[config.mk]
export PLATFORM = sky130hd
export DESIGN_NAME = buffer_pool_with_wait_queue_core
export DESIGN_NICKNAME = d
export VERILOG_FILES = /design/src/rtl/core/bpwq_pkg.sv /design/src/rtl/core/bpwq_ram.sv /design/src/rtl/core/bpwq_free_list.sv /design/src/rtl/core/buffer_pool_with_wait_queue_core.sv
export SDC_FILE = /design/constraint.sdc
export NUM_CORES = 1
export LEC_CHECK = 0
export BUFFER_PORTS_ARGS = -buffer_cell sky130_fd_sc_hd__buf_4
export CAP_MARGIN = 15
export CORE_MARGIN = 2
export CORE_UTILIZATION = 61
export CTS_CLUSTER_SIZE = 30
export DETAILED_ROUTE_END_ITERATION = 10
export GPL_ROUTABILITY_DRIVEN = 0
export PLACE_DENSITY_LB_ADDON = 0.12
export SLEW_MARGIN = 10
export SYNTH_ARGS = -nofsm -noshare
export SYNTH_HDL_FRONTEND = slang
export SYNTH_SLANG_ARGS = --single-unit
[constraint.sdc]
create_clock -name i_clk -period 3.4 [get_ports i_clk]
set_clock_uncertainty 0.05 [all_clocks]
set_input_delay 0.68 -clock i_clk [delete_from_list [all_inputs] [get_ports i_clk]]
set_output_delay 0.68 -clock i_clk [all_outputs]
set_load 0.02 [all_outputs]
[src/rtl/core/bpwq_pkg.sv]
package bpwq_pkg;

    localparam int POOL_DEPTH = 16;
    localparam int WAIT_DEPTH = 16;
    localparam int PIDX_W     = $clog2(POOL_DEPTH);
    localparam int WIDX_W     = $clog2(WAIT_DEPTH);
    localparam int CNT_W      = 5;
    localparam int REQ_W      = 8;
    localparam int EV_W       = 3;

    typedef enum logic [EV_W-1:0] {
        EV_GRANT   = 3'd0,
        EV_QUEUED  = 3'd1,
        EV_HANDOFF = 3'd2,
        EV_FREED   = 3'd3,
        EV_FULL    = 3'd4
    } t_event;

    typedef struct packed {
        logic              req_type;
        logic [REQ_W-1:0]  requester_id;
        logic [PIDX_W-1:0] entry_index;
    } t_in_word;

    typedef struct packed {
        logic [EV_W-1:0]   event_res;
        logic [REQ_W-1:0]  grant_requester;
        logic [PIDX_W-1:0] grant_entry;
        logic [CNT_W-1:0]  busy_entries;
        logic              pool_busy;
        logic [CNT_W-1:0]  waiter_count;
    } t_out_word;

    // Control bundle for the free-list store.
    typedef struct packed {
        logic              clear;
        logic              wr_en;
        logic [PIDX_W-1:0] wr_addr;
        logic [PIDX_W-1:0] wr_data;
        logic [PIDX_W-1:0] rd_addr;
    } t_free_ctl;

endpackage

[src/rtl/core/bpwq_ram.sv]
module bpwq_ram #(
    parameter int WIDTH = 8,
    parameter int DEPTH = 16
) (
    input  logic                     i_clk,
    input  logic                     i_wr_en,
    input  logic [$clog2(DEPTH)-1:0] i_wr_addr,
    input  logic [WIDTH-1:0]         i_wr_data,
    input  logic [$clog2(DEPTH)-1:0] i_rd_addr,
    output logic [WIDTH-1:0]         o_rd_data
);

    logic [WIDTH-1:0] r_mem [DEPTH];
    logic [WIDTH-1:0] r_rd_data;

    always_ff @(posedge i_clk) begin
        if (i_wr_en) begin
            r_mem[i_wr_addr] <= i_wr_data;
        end
        r_rd_data <= r_mem[i_rd_addr];
    end

    assign o_rd_data = r_rd_data;

endmodule

[src/rtl/core/bpwq_free_list.sv]
module bpwq_free_list
    import bpwq_pkg::*;
(
    input  logic              i_clk,
    input  logic              i_rst_n,
    input  t_free_ctl         i_ctl,
    output logic [PIDX_W-1:0] o_rd_data
);

    logic [POOL_DEPTH-1:0] r_valid;
    logic                  r_rd_valid;
    logic [PIDX_W-1:0]     r_rd_idx;
    logic [PIDX_W-1:0]     ram_q;

    bpwq_ram #(
        .WIDTH (PIDX_W),
        .DEPTH (POOL_DEPTH)
    ) u_ram (
        .i_clk     (i_clk),
        .i_wr_en   (i_ctl.wr_en),
        .i_wr_addr (i_ctl.wr_addr),
        .i_wr_data (i_ctl.wr_data),
        .i_rd_addr (i_ctl.rd_addr),
        .o_rd_data (ram_q)
    );

    // Unwritten slots read as their own index (refill order).
    always_ff @(posedge i_clk) begin
        if (!i_rst_n || i_ctl.clear) begin
            r_valid <= '0;
        end else if (i_ctl.wr_en) begin
            r_valid[i_ctl.wr_addr] <= 1'b1;
        end
        r_rd_valid <= r_valid[i_ctl.rd_addr];
        r_rd_idx   <= i_ctl.rd_addr;
    end

    assign o_rd_data = r_rd_valid ? ram_q : r_rd_idx;

endmodule

[src/rtl/core/buffer_pool_with_wait_queue_core.sv]
// Channel | Direction | Handshake          | Word
// in      | input     | i_in_valid/o_in_stall   | t_in_word (request)
// out     | output    | o_out_valid/i_out_stall | t_out_word (result)
// cfg     | input     | i_cfg_valid/o_cfg_ready | capacity, 5 bits
//
// A request is taken in ST_IDLE, where the accept edge reads both stores at their
// head pointers; the edge that leaves ST_EXEC applies the update and loads the result.
// The registered read of the free-list and wait-queue RAMs sets this split.
// The result register holds while stalled; the next request is accepted meanwhile.
// Reset (synchronous, active low) and a capacity write both refill the pool.
module buffer_pool_with_wait_queue_core
    import bpwq_pkg::*;
(
    input  logic             i_clk,
    input  logic             i_rst_n,
    input  logic             i_in_valid,
    output logic             o_in_stall,
    input  t_in_word         i_in_word,
    output logic             o_out_valid,
    input  logic             i_out_stall,
    output t_out_word        o_out_word,
    input  logic             i_cfg_valid,
    output logic             o_cfg_ready,
    input  logic [CNT_W-1:0] i_cfg_data
);

    typedef enum logic [1:0] {
        ST_IDLE = 2'b01,
        ST_EXEC = 2'b10
    } t_state;

    t_state            r_state, n_state;
    t_in_word          r_item;
    t_out_word         r_out, n_out;
    logic              r_out_valid;

    logic [PIDX_W-1:0] r_free_head, n_free_head;
    logic [CNT_W-1:0]  r_free_count, n_free_count;
    logic [WIDX_W-1:0] r_wait_head, n_wait_head;
    logic [WIDX_W-1:0] r_wait_tail, n_wait_tail;
    logic [CNT_W-1:0]  r_waiters, n_waiters;
    logic [CNT_W-1:0]  r_busy, n_busy;

    t_free_ctl         free_ctl;
    logic [PIDX_W-1:0] free_rd;
    logic [REQ_W-1:0]  wait_rd;
    logic              wait_wr_en;

    logic              in_take;
    logic              exec_go;
    logic              cfg_take;
    logic [CNT_W-1:0]  cfg_size;

    assign o_in_stall  = (r_state != ST_IDLE);
    assign in_take     = i_in_valid && (r_state == ST_IDLE);
    // Finish only when the result register is free or drains this cycle.
    assign exec_go     = (r_state == ST_EXEC) && (!r_out_valid || !i_out_stall);
    assign o_cfg_ready = 1'b1;
    assign cfg_take    = i_cfg_valid;

    // Clamp the size into 1..POOL_DEPTH.
    always_comb begin
        if (i_cfg_data == '0) begin
            cfg_size = CNT_W'(1);
        end else if (i_cfg_data > CNT_W'(POOL_DEPTH)) begin
            cfg_size = CNT_W'(POOL_DEPTH);
        end else begin
            cfg_size = i_cfg_data;
        end
    end

    // Request update: read data arrived from the accept edge.
    always_comb begin
        n_free_head  = r_free_head;
        n_free_count = r_free_count;
        n_wait_head  = r_wait_head;
        n_wait_tail  = r_wait_tail;
        n_waiters    = r_waiters;
        n_busy       = r_busy;
        wait_wr_en   = 1'b0;
        free_ctl     = '0;
        n_out        = '0;

        free_ctl.clear   = cfg_take;
        free_ctl.rd_addr = r_free_head;
        free_ctl.wr_addr = r_free_head + r_free_count[PIDX_W-1:0];
        free_ctl.wr_data = r_item.entry_index;

        if (!r_item.req_type) begin
            if (r_free_count != '0) begin
                // Grant the oldest free entry.
                n_out.event_res       = EV_GRANT;
                n_out.grant_entry     = free_rd;
                n_out.grant_requester = r_item.requester_id;
                n_free_head           = r_free_head + PIDX_W'(1);
                n_free_count          = r_free_count - CNT_W'(1);
                n_busy                = r_busy + CNT_W'(1);
            end else if (r_waiters < CNT_W'(WAIT_DEPTH)) begin
                // Park the requester at the queue tail.
                n_out.event_res = EV_QUEUED;
                wait_wr_en      = exec_go;
                n_wait_tail     = r_wait_tail + WIDX_W'(1);
                n_waiters       = r_waiters + CNT_W'(1);
            end else begin
                n_out.event_res = EV_FULL;
            end
        end else begin
            if (r_waiters != '0) begin
                // Hand the entry straight to the oldest waiter.
                n_out.event_res       = EV_HANDOFF;
                n_out.grant_entry     = r_item.entry_index;
                n_out.grant_requester = wait_rd;
                n_wait_head           = r_wait_head + WIDX_W'(1);
                n_waiters             = r_waiters - CNT_W'(1);
            end else begin
                n_out.event_res = EV_FREED;
                // Drop returns when nothing is outstanding.
                if (r_busy != '0 && r_free_count < CNT_W'(POOL_DEPTH)) begin
                    free_ctl.wr_en = exec_go;
                    n_free_count   = r_free_count + CNT_W'(1);
                    n_busy         = r_busy - CNT_W'(1);
                end
            end
        end

        n_out.busy_entries = n_busy;
        n_out.pool_busy    = (n_busy != '0);
        n_out.waiter_count = n_waiters;
    end

    always_comb begin
        n_state = r_state;
        case (r_state)
            ST_IDLE: begin
                if (in_take) begin
                    n_state = ST_EXEC;
                end
            end
            ST_EXEC: begin
                if (exec_go) begin
                    n_state = ST_IDLE;
                end
            end
            default: n_state = ST_IDLE;
        endcase
    end

    bpwq_free_list u_free_list (
        .i_clk     (i_clk),
        .i_rst_n   (i_rst_n),
        .i_ctl     (free_ctl),
        .o_rd_data (free_rd)
    );

    bpwq_ram #(
        .WIDTH (REQ_W),
        .DEPTH (WAIT_DEPTH)
    ) u_wait_ram (
        .i_clk     (i_clk),
        .i_wr_en   (wait_wr_en),
        .i_wr_addr (r_wait_tail),
        .i_wr_data (r_item.requester_id),
        .i_rd_addr (r_wait_head),
        .o_rd_data (wait_rd)
    );

    always_ff @(posedge i_clk) begin
        if (!i_rst_n) begin
            r_state      <= ST_IDLE;
            r_out_valid  <= 1'b0;
            r_free_head  <= '0;
            r_free_count <= CNT_W'(POOL_DEPTH);
            r_wait_head  <= '0;
            r_wait_tail  <= '0;
            r_waiters    <= '0;
            r_busy       <= '0;
        end else begin
            r_state <= n_state;
            if (exec_go) begin
                r_out_valid <= 1'b1;
            end else if (!i_out_stall) begin
                r_out_valid <= 1'b0;
            end
            if (cfg_take) begin
                // Refill: free list 0..size-1, queue empty.
                r_free_head  <= '0;
                r_free_count <= cfg_size;
                r_wait_head  <= '0;
                r_wait_tail  <= '0;
                r_waiters    <= '0;
                r_busy       <= '0;
            end else if (exec_go) begin
                r_free_head  <= n_free_head;
                r_free_count <= n_free_count;
                r_wait_head  <= n_wait_head;
                r_wait_tail  <= n_wait_tail;
                r_waiters    <= n_waiters;
                r_busy       <= n_busy;
            end
        end
    end

    always_ff @(posedge i_clk) begin
        if (in_take) begin
            r_item <= i_in_word;
        end
        if (exec_go) begin
            r_out <= n_out;
        end
    end

    assign o_out_valid = r_out_valid;
    assign o_out_word  = r_out;

    // Free entries plus outstanding entries never exceed the pool.
    a_pool_conserved: assert property (@(posedge i_clk) disable iff (!i_rst_n)
        ({1'b0, r_free_count} + {1'b0, r_busy}) <= (CNT_W+1)'(POOL_DEPTH))
        else $error("free plus busy exceeds pool depth");

    // Requesters wait only while the free list is empty.
    a_wait_means_empty: assert property (@(posedge i_clk) disable iff (!i_rst_n)
        (r_waiters != '0) |-> (r_free_count == '0))
        else $error("waiters present with free entries");

    a_wait_bound: assert property (@(posedge i_clk) disable iff (!i_rst_n)
        r_waiters <= CNT_W'(WAIT_DEPTH))
        else $error("wait queue count overflow");

    // Each finished request leaves a result word pending.
    a_exec_result: assert property (@(posedge i_clk) disable iff (!i_rst_n)
        exec_go |=> o_out_valid)
        else $error("finished request left no result");

    a_take_exec: assert property (@(posedge i_clk) disable iff (!i_rst_n)
        in_take |=> (r_state == ST_EXEC))
        else $error("accepted request not in execution");

endmodule

After elaboration in Yosys (flattened, before gate mapping):

Memory sizes are Yosys's and may differ from the RTL's. A register that Yosys moved wholly into a read port is not among the register bits.
Cells that the tools add are included.

* $add $sub $neg: 10
* $lt $le $gt $ge: 6
* equal/unequal tests: 8
* mux-type cells: 42
* bitwise logic cells: 4
* reductions and logical operators: 22

Operator list (count)
* 2-to-1 mux 5 bit: 16
* 2-to-1 mux 12 bit: 2
* nonzero test 5 bit: 4
* bitwise OR 16 bit: 1
* adder 5 x 1 -> 5 bit, second input constant: 3
* 2-to-1 mux 1 bit: 15
* 2-to-1 mux 15 bit: 1
* subtractor 5 x 1 -> 5 bit, second input constant: 3
* adder 4 x 1 -> 4 bit, second input constant: 3
* < comparator 4 x 5 -> 1 bit, second input constant: 2
* < comparator 5 bit, second input constant: 2
* AND reduction 4 bit: 2
* 2-to-1 mux 3 bit: 2
* AND reduction 3 bit: 2
* > comparator 5 bit, second input constant: 1
* logical NOT 5 bit: 1
* adder 4 bit: 1
* binary-select mux 1 bit (select 4 bit): 1
* demux 1 bit (select 4 bit): 1
* >= comparator 4 x 1 -> 1 bit, second input constant: 1
* logical AND 1 bit: 4
* 2-to-1 mux 2 bit: 2
* 2-to-1 mux 4 bit: 1
* inequality test 2 x 1 -> 1 bit, second input constant: 2
* 13 further kinds: 19

* register bits: 90
* memory bits (writable): 192
* input port bits: 23
* output and inout bits: 29
* word-level logic and storage cells: 114
* memories: 2

Memories
* u_wait_ram.r_mem: depth 16, bits a word 8, read ports 1, clocked after Yosys merged registers in 1, wr ports 1, RTL line bpwq_ram.sv:13 `logic [WIDTH-1:0] r_mem [DEPTH];`
* u_free_list.u_ram.r_mem: depth 16, bits a word 4, read ports 1, clocked after Yosys merged registers in 1, wr ports 1, RTL line bpwq_ram.sv:13

Logic depth before layout (Yosys ltp):

* depth in word-level cells: 8
* gate-level depth with buffers: 9
* mapped depth without buffers: 7

Cells and area by module:

A second synthesis with hierarchy kept.

* cells, all modules: 750
* area total of the unflattened synthesis: 12001.5 sq um

By module, submodules not included
* bpwq_ram (u_wait_ram): instances 1, cells each 229, area each 5147.4 sq um, seq. area each 4003.8 sq um
* buffer_pool_with_wait_queue_core: instances 1, cells each 314, area each 3364.5 sq um, seq. area each 1771.7 sq um
* bpwq_ram (u_free_list.u_ram): instances 1, cells each 130, area each 2666.3 sq um, seq. area each 2001.9 sq um
* bpwq_free_list: instances 1, cells each 77, area each 823.3 sq um, seq. area each 420.4 sq um

Worst setup path before layout:

No wires, ideal clock.

* path type: register to register
* start: register r_free_count[1]
* end: memory u_wait_ram.r_mem[2][0], enable pin
* library setup time: 0.383 ns
* arrival: 2.506 ns
* data required time: 2.967 ns
* slack: 0.461 ns
* stages on the path, launching flop included: 8
* path buffers: 2
* clock period less this slack: 2.939 ns
* path through: dfxtp_1 > or4_1 > clkbuf_1 > or4_1 > clkbuf_1 > nor2_2 > nand2_1 > nor3_1

* word-level cells in the longest chain between the ends: 5

RTL lines
* from (decl): RTL line buffer_pool_with_wait_queue_core.sv:38 `logic [CNT_W-1:0] r_free_count, n_free_count;`
* from (signal assigned): RTL line buffer_pool_with_wait_queue_core.sv:172 `r_free_count <= CNT_W'(POOL_DEPTH);`
* from (signal assigned): RTL line buffer_pool_with_wait_queue_core.sv:187 `r_free_count <= cfg_size;`
* from (signal assigned): RTL line buffer_pool_with_wait_queue_core.sv:194 `r_free_count <= n_free_count;`
* nonzero test 5 bit: RTL line buffer_pool_with_wait_queue_core.sv:90 `if (r_free_count != '0) begin`
* 2-to-1 mux 1 bit: RTL line buffer_pool_with_wait_queue_core.sv:90
* 2-to-1 mux 1 bit: RTL line buffer_pool_with_wait_queue_core.sv:89 `if (!r_item.req_type) begin`
* 2-to-1 mux 1 bit: RTL line bpwq_ram.sv:17 `if (i_wr_en) begin`
* 2-to-1 mux 1 bit (implied by the code): RTL line bpwq_ram.sv:18 `r_mem[i_wr_addr] <= i_wr_data;`
* to (decl): RTL line bpwq_ram.sv:13

Every way passes these cells.

Worst setup path after layout:

* start: register r_free_count[1]
* end: memory u_wait_ram.r_mem[4][5], enable pin

Same word-level chain as after synthesis.

==> summary.md <==
| Metric | Value |
|---|---|
| Critical path arrival | 3.18 ns |
| Sum Neg Setup Slack | 0 ns |
| HPWL after DPL | 16000 um |
| Area Overhead vs Synth | 14.81% |
| Asr flop ratio synth | 0 |
| Register area share after synthesis | 0.6906 |
| Syn nets | 767 |
| Number of port buffers | 50 |
| Cell Area, Placed | 12630 um2 |
| R2R Path End | u_wait_ram.r_mem[4][5] |
| R2R Path Start | r_free_count[1] |
| Final std cell area, no fill | 13630 um2 |
| Biggest cell delay along the critical path | approximately 0.65 ns |
| Syn Area/Cell | 16.35 um2 |
| Antenna violations before repair | 0 |
| Cell mode on critical path | or4_1 |
| Yosys reg bits | between 200 and 300 |
| CP Depth | 5 |
| Post-DR wirelength/cell | 22.51 um |
| Post-synthesis adder-cell area fraction | 0.02024 |
| Final Cycle Share | 0.8992 |
| Finish-stage setup viols | 0 |
| CTS buffer count | 29 |
| Die Ht | 143.5 um |
| Post-synthesis mux area share | 0.1311 |
| Num ports | 52 |
| Drc violations | 0 |
| Most frequent cells in the layout | edfxtp_1 (231), buf_4 (78), mux4_2 (65) |
| Unique cell type count in the Yosys netlist | 57 |
| Crit path max-delay family | simple AND/OR/NAND/NOR gates |
| Maxcap violations | 0 |
| Hold Crit Class | in2reg |
| Pwr/cell area | 546.8 nW/um2 |
| Nets@finish | 831 |
| Outcome | complete, no violations |
| Mapped cell area | 11870 um2 |
| Die Span X | 143.5 um |
| Largest family of logic cells by synthesized area | multiplexers |
| Pin slew with the least headroom to its limit | 0.8811 ns |
| First-pass GRT wire length | 37520 um |
| Number of global-route vias before repair | approximately 6600 |
| Most common flop cell mapped by yosys | edfxtp_1 |
| R2r setup slk | roughly 0.34 ns |
| Initial Util | 0.6160 |
| Vias | 6546 |
| Max-slew violations | 0 |
| Rel. slew slack | 0.4104 |
| Pin count of the biggest net entering global routing | 36 |
| Antenna viol nets, final | 0 |
| Length of the first detailed-routing pass in iterations | 4 |
| Post-synth EDFFs | roughly 230 |
| Clk pin slew, worst setup/hold paths | 0.06 ns |
| Crit Path Class | reg2reg |
| Post-synthesis compound-gate area fraction | 0.05354 |
| Worst-Skew Late Latency | around 0.54 ns |
| Final Hold Vio Count | 0 |
| Worst Hold Path Cells | 1 |
| Initial DRC Count | 682 |
| Clock Path Buffers | 3 |
| WHS | approximately 0.26 ns |
| Setup ws final | 0.3426 ns |
| Synth Area in XOR/XNOR | 0.01771 |
| Syn Inst Count | 726 |
| Area contributors post-synth | edfxtp_1 (58%), mux4_2 (12%), dfxtp_1 (11%) |
| Gr usage total | 0.2450 |
| Worst Setup Start Kind | flop |
| Crit path max-delay cell type | or4_1 |
| P_leak | 0.004498 uW |
| CP required | 3.52 ns |
| Fin crit period | 3.057 ns |
| Core area | a little under 20000 um2 |
| Crit Path Max Fanout | 8 |
| Cell Rows | 51 |
| RSZ-0062 raised after global routing | no |
| DR vias/cell | 6.072 |
| Drt total wl | 24260 um |
| Die area | 20590 um2 |
| CTS resizes | 0 |
| # diodes | 0 |
| Hold buffer count at CTS | 0 |
| H-tree levels | 1 |
| Layout cells sized above 1 | 0.2460 |
| Worst Path Buf+Inv | 0 |
| Register-to-Register Path Depth | 5 |
| TritonCTS Sinks | 294 |
| CTS Root Cell | clkbuf_16 |
| Total gr overflow | 0 |
| CTS tree | built |
| CP Cell Sequence | or4_1 > or4_1 > nor2_2 > nand2_1 > nor2_1 |
| Peak VDD IR | 448.7 uV |
| Fmax | 327.1 MHz |
| Worst Setup EP | u_wait_ram.r_mem[4][5] |
| Yosys top cell area share | 0.5843 |
| Top cell type by total area after synthesis | edfxtp_1 |
| Worst Setup End Kind | flop |
| Synth Warn # | 0 |
| Simple-gate share of the synthesized area | 0.06608 |
| Post-place setup slack | 0.4015 ns |
| Most common cell after layout, fill and taps aside | edfxtp_1 |
| CP startpoint | r_free_count[1] |
| Post-CTS Setup Bufs | 0 |
==> power by group <==
part	switching, uW	internal (uW)
combinational	105	66.6
sequential	55.2	3900
clock	1310	2010
==> metal layers <==
layer / track usage / vias to the layer above / share of wire
met5: 0 / - / 0
met4: 0.09030 / 0 / 0.033
met3: 0.04032 / 52 / 0.057
met2: 0.4223 / 241 / 0.51
met1: 0.3173 / 3297 / 0.40
li1: - / 2956 / -
==> worst min-delay path by stage <==
stage                                 from                 endpoint  slack [ns]
global route                  i_in_word[6]                r_item[6]        0.24
CTS                          i_in_word[10]               r_item[10]        0.24
finish                       i_in_word[11]               r_item[11]        0.26
floorplan                   r_free_head[3]  u_free_list.r_rd_idx[3]        0.28
global placement    u_free_list.r_valid[2]   u_free_list.r_valid[2]        0.38
detailed placement  u_free_list.r_valid[6]   u_free_list.r_valid[6]        0.39
==> through the flow <==
step,total power (uW),utilization,std cells
2_1_floorplan,4107,-,726
6_report,7453,0.7072,1078
3_5_place_dp,4204,0.6554,1024
4_1_cts,7497,0.7072,1078
3_3_place_gp,4197,0.6554,1024
5_1_grt,7669,0.7072,1078
==> cell type report <==
type | instances | area (um2)
multi-input cells | 370 | 3435
clock inverters | 22 | 261.5
flip-flops and latches | 294 | 8199
clock buffers | 32 | 737.0
inverters | 16 | 60.06
well taps | 265 | 331.6
fillers | 1235 | 5642
repair buffers | 79 | 605.6
==> logic make-up (layout without fill, tap and decap cells) <==
| kind of cell | count (synthesis) | after routing |
|---|---|---|
| flops | 294 | 294 |
| buf+inv | 62 | 149 |
| other cells | 1 | 1 |
| simple gates | 164 | 164 |
| fa+ha+maj | 18 | 18 |
| mux | 74 | 74 |
| xor+xnor | 24 | 24 |
| compound gates | 89 | 89 |
==> registers in the layout, indices dropped and copies added (netlist names) <==
name	cells
u_free_list.r_valid	16
u_free_list.r_rd_valid	1
r_wait_tail	4
o_out_word	26
r_wait_head	4
r_waiters	5
r_free_count	5
free_ctl	4
u_free_list.u_ram.r_mem	64
o_out_valid	1
u_wait_ram.r_mem	128
u_free_list.u_ram.o_rd_data	4
u_wait_ram.o_rd_data	8
r_state	2
r_free_head	4
r_busy	5
u_free_list.r_rd_idx	4
r_item	9
==> synthesized netlist by cell type (all sizes together) (4+ instances only) <==
library cell  number
or3                6
nor2              52
mux4              65
and3               4
inv               15
nand3             12
a31oi              5
xor2               9
nor4               4
a21oi             19
buf               15
mux2i              7
dfxtp             63
nand2             39
a211oi             4
or4                4
nor3              22
clkbuf            31
nor2b              4
ha                16
a22o               9
a32o               4
nand2b             7
o21ai             26
edfxtp           231
xnor2             15
o41ai              5
No activity file was read; power rests on OpenSTA's default activity.
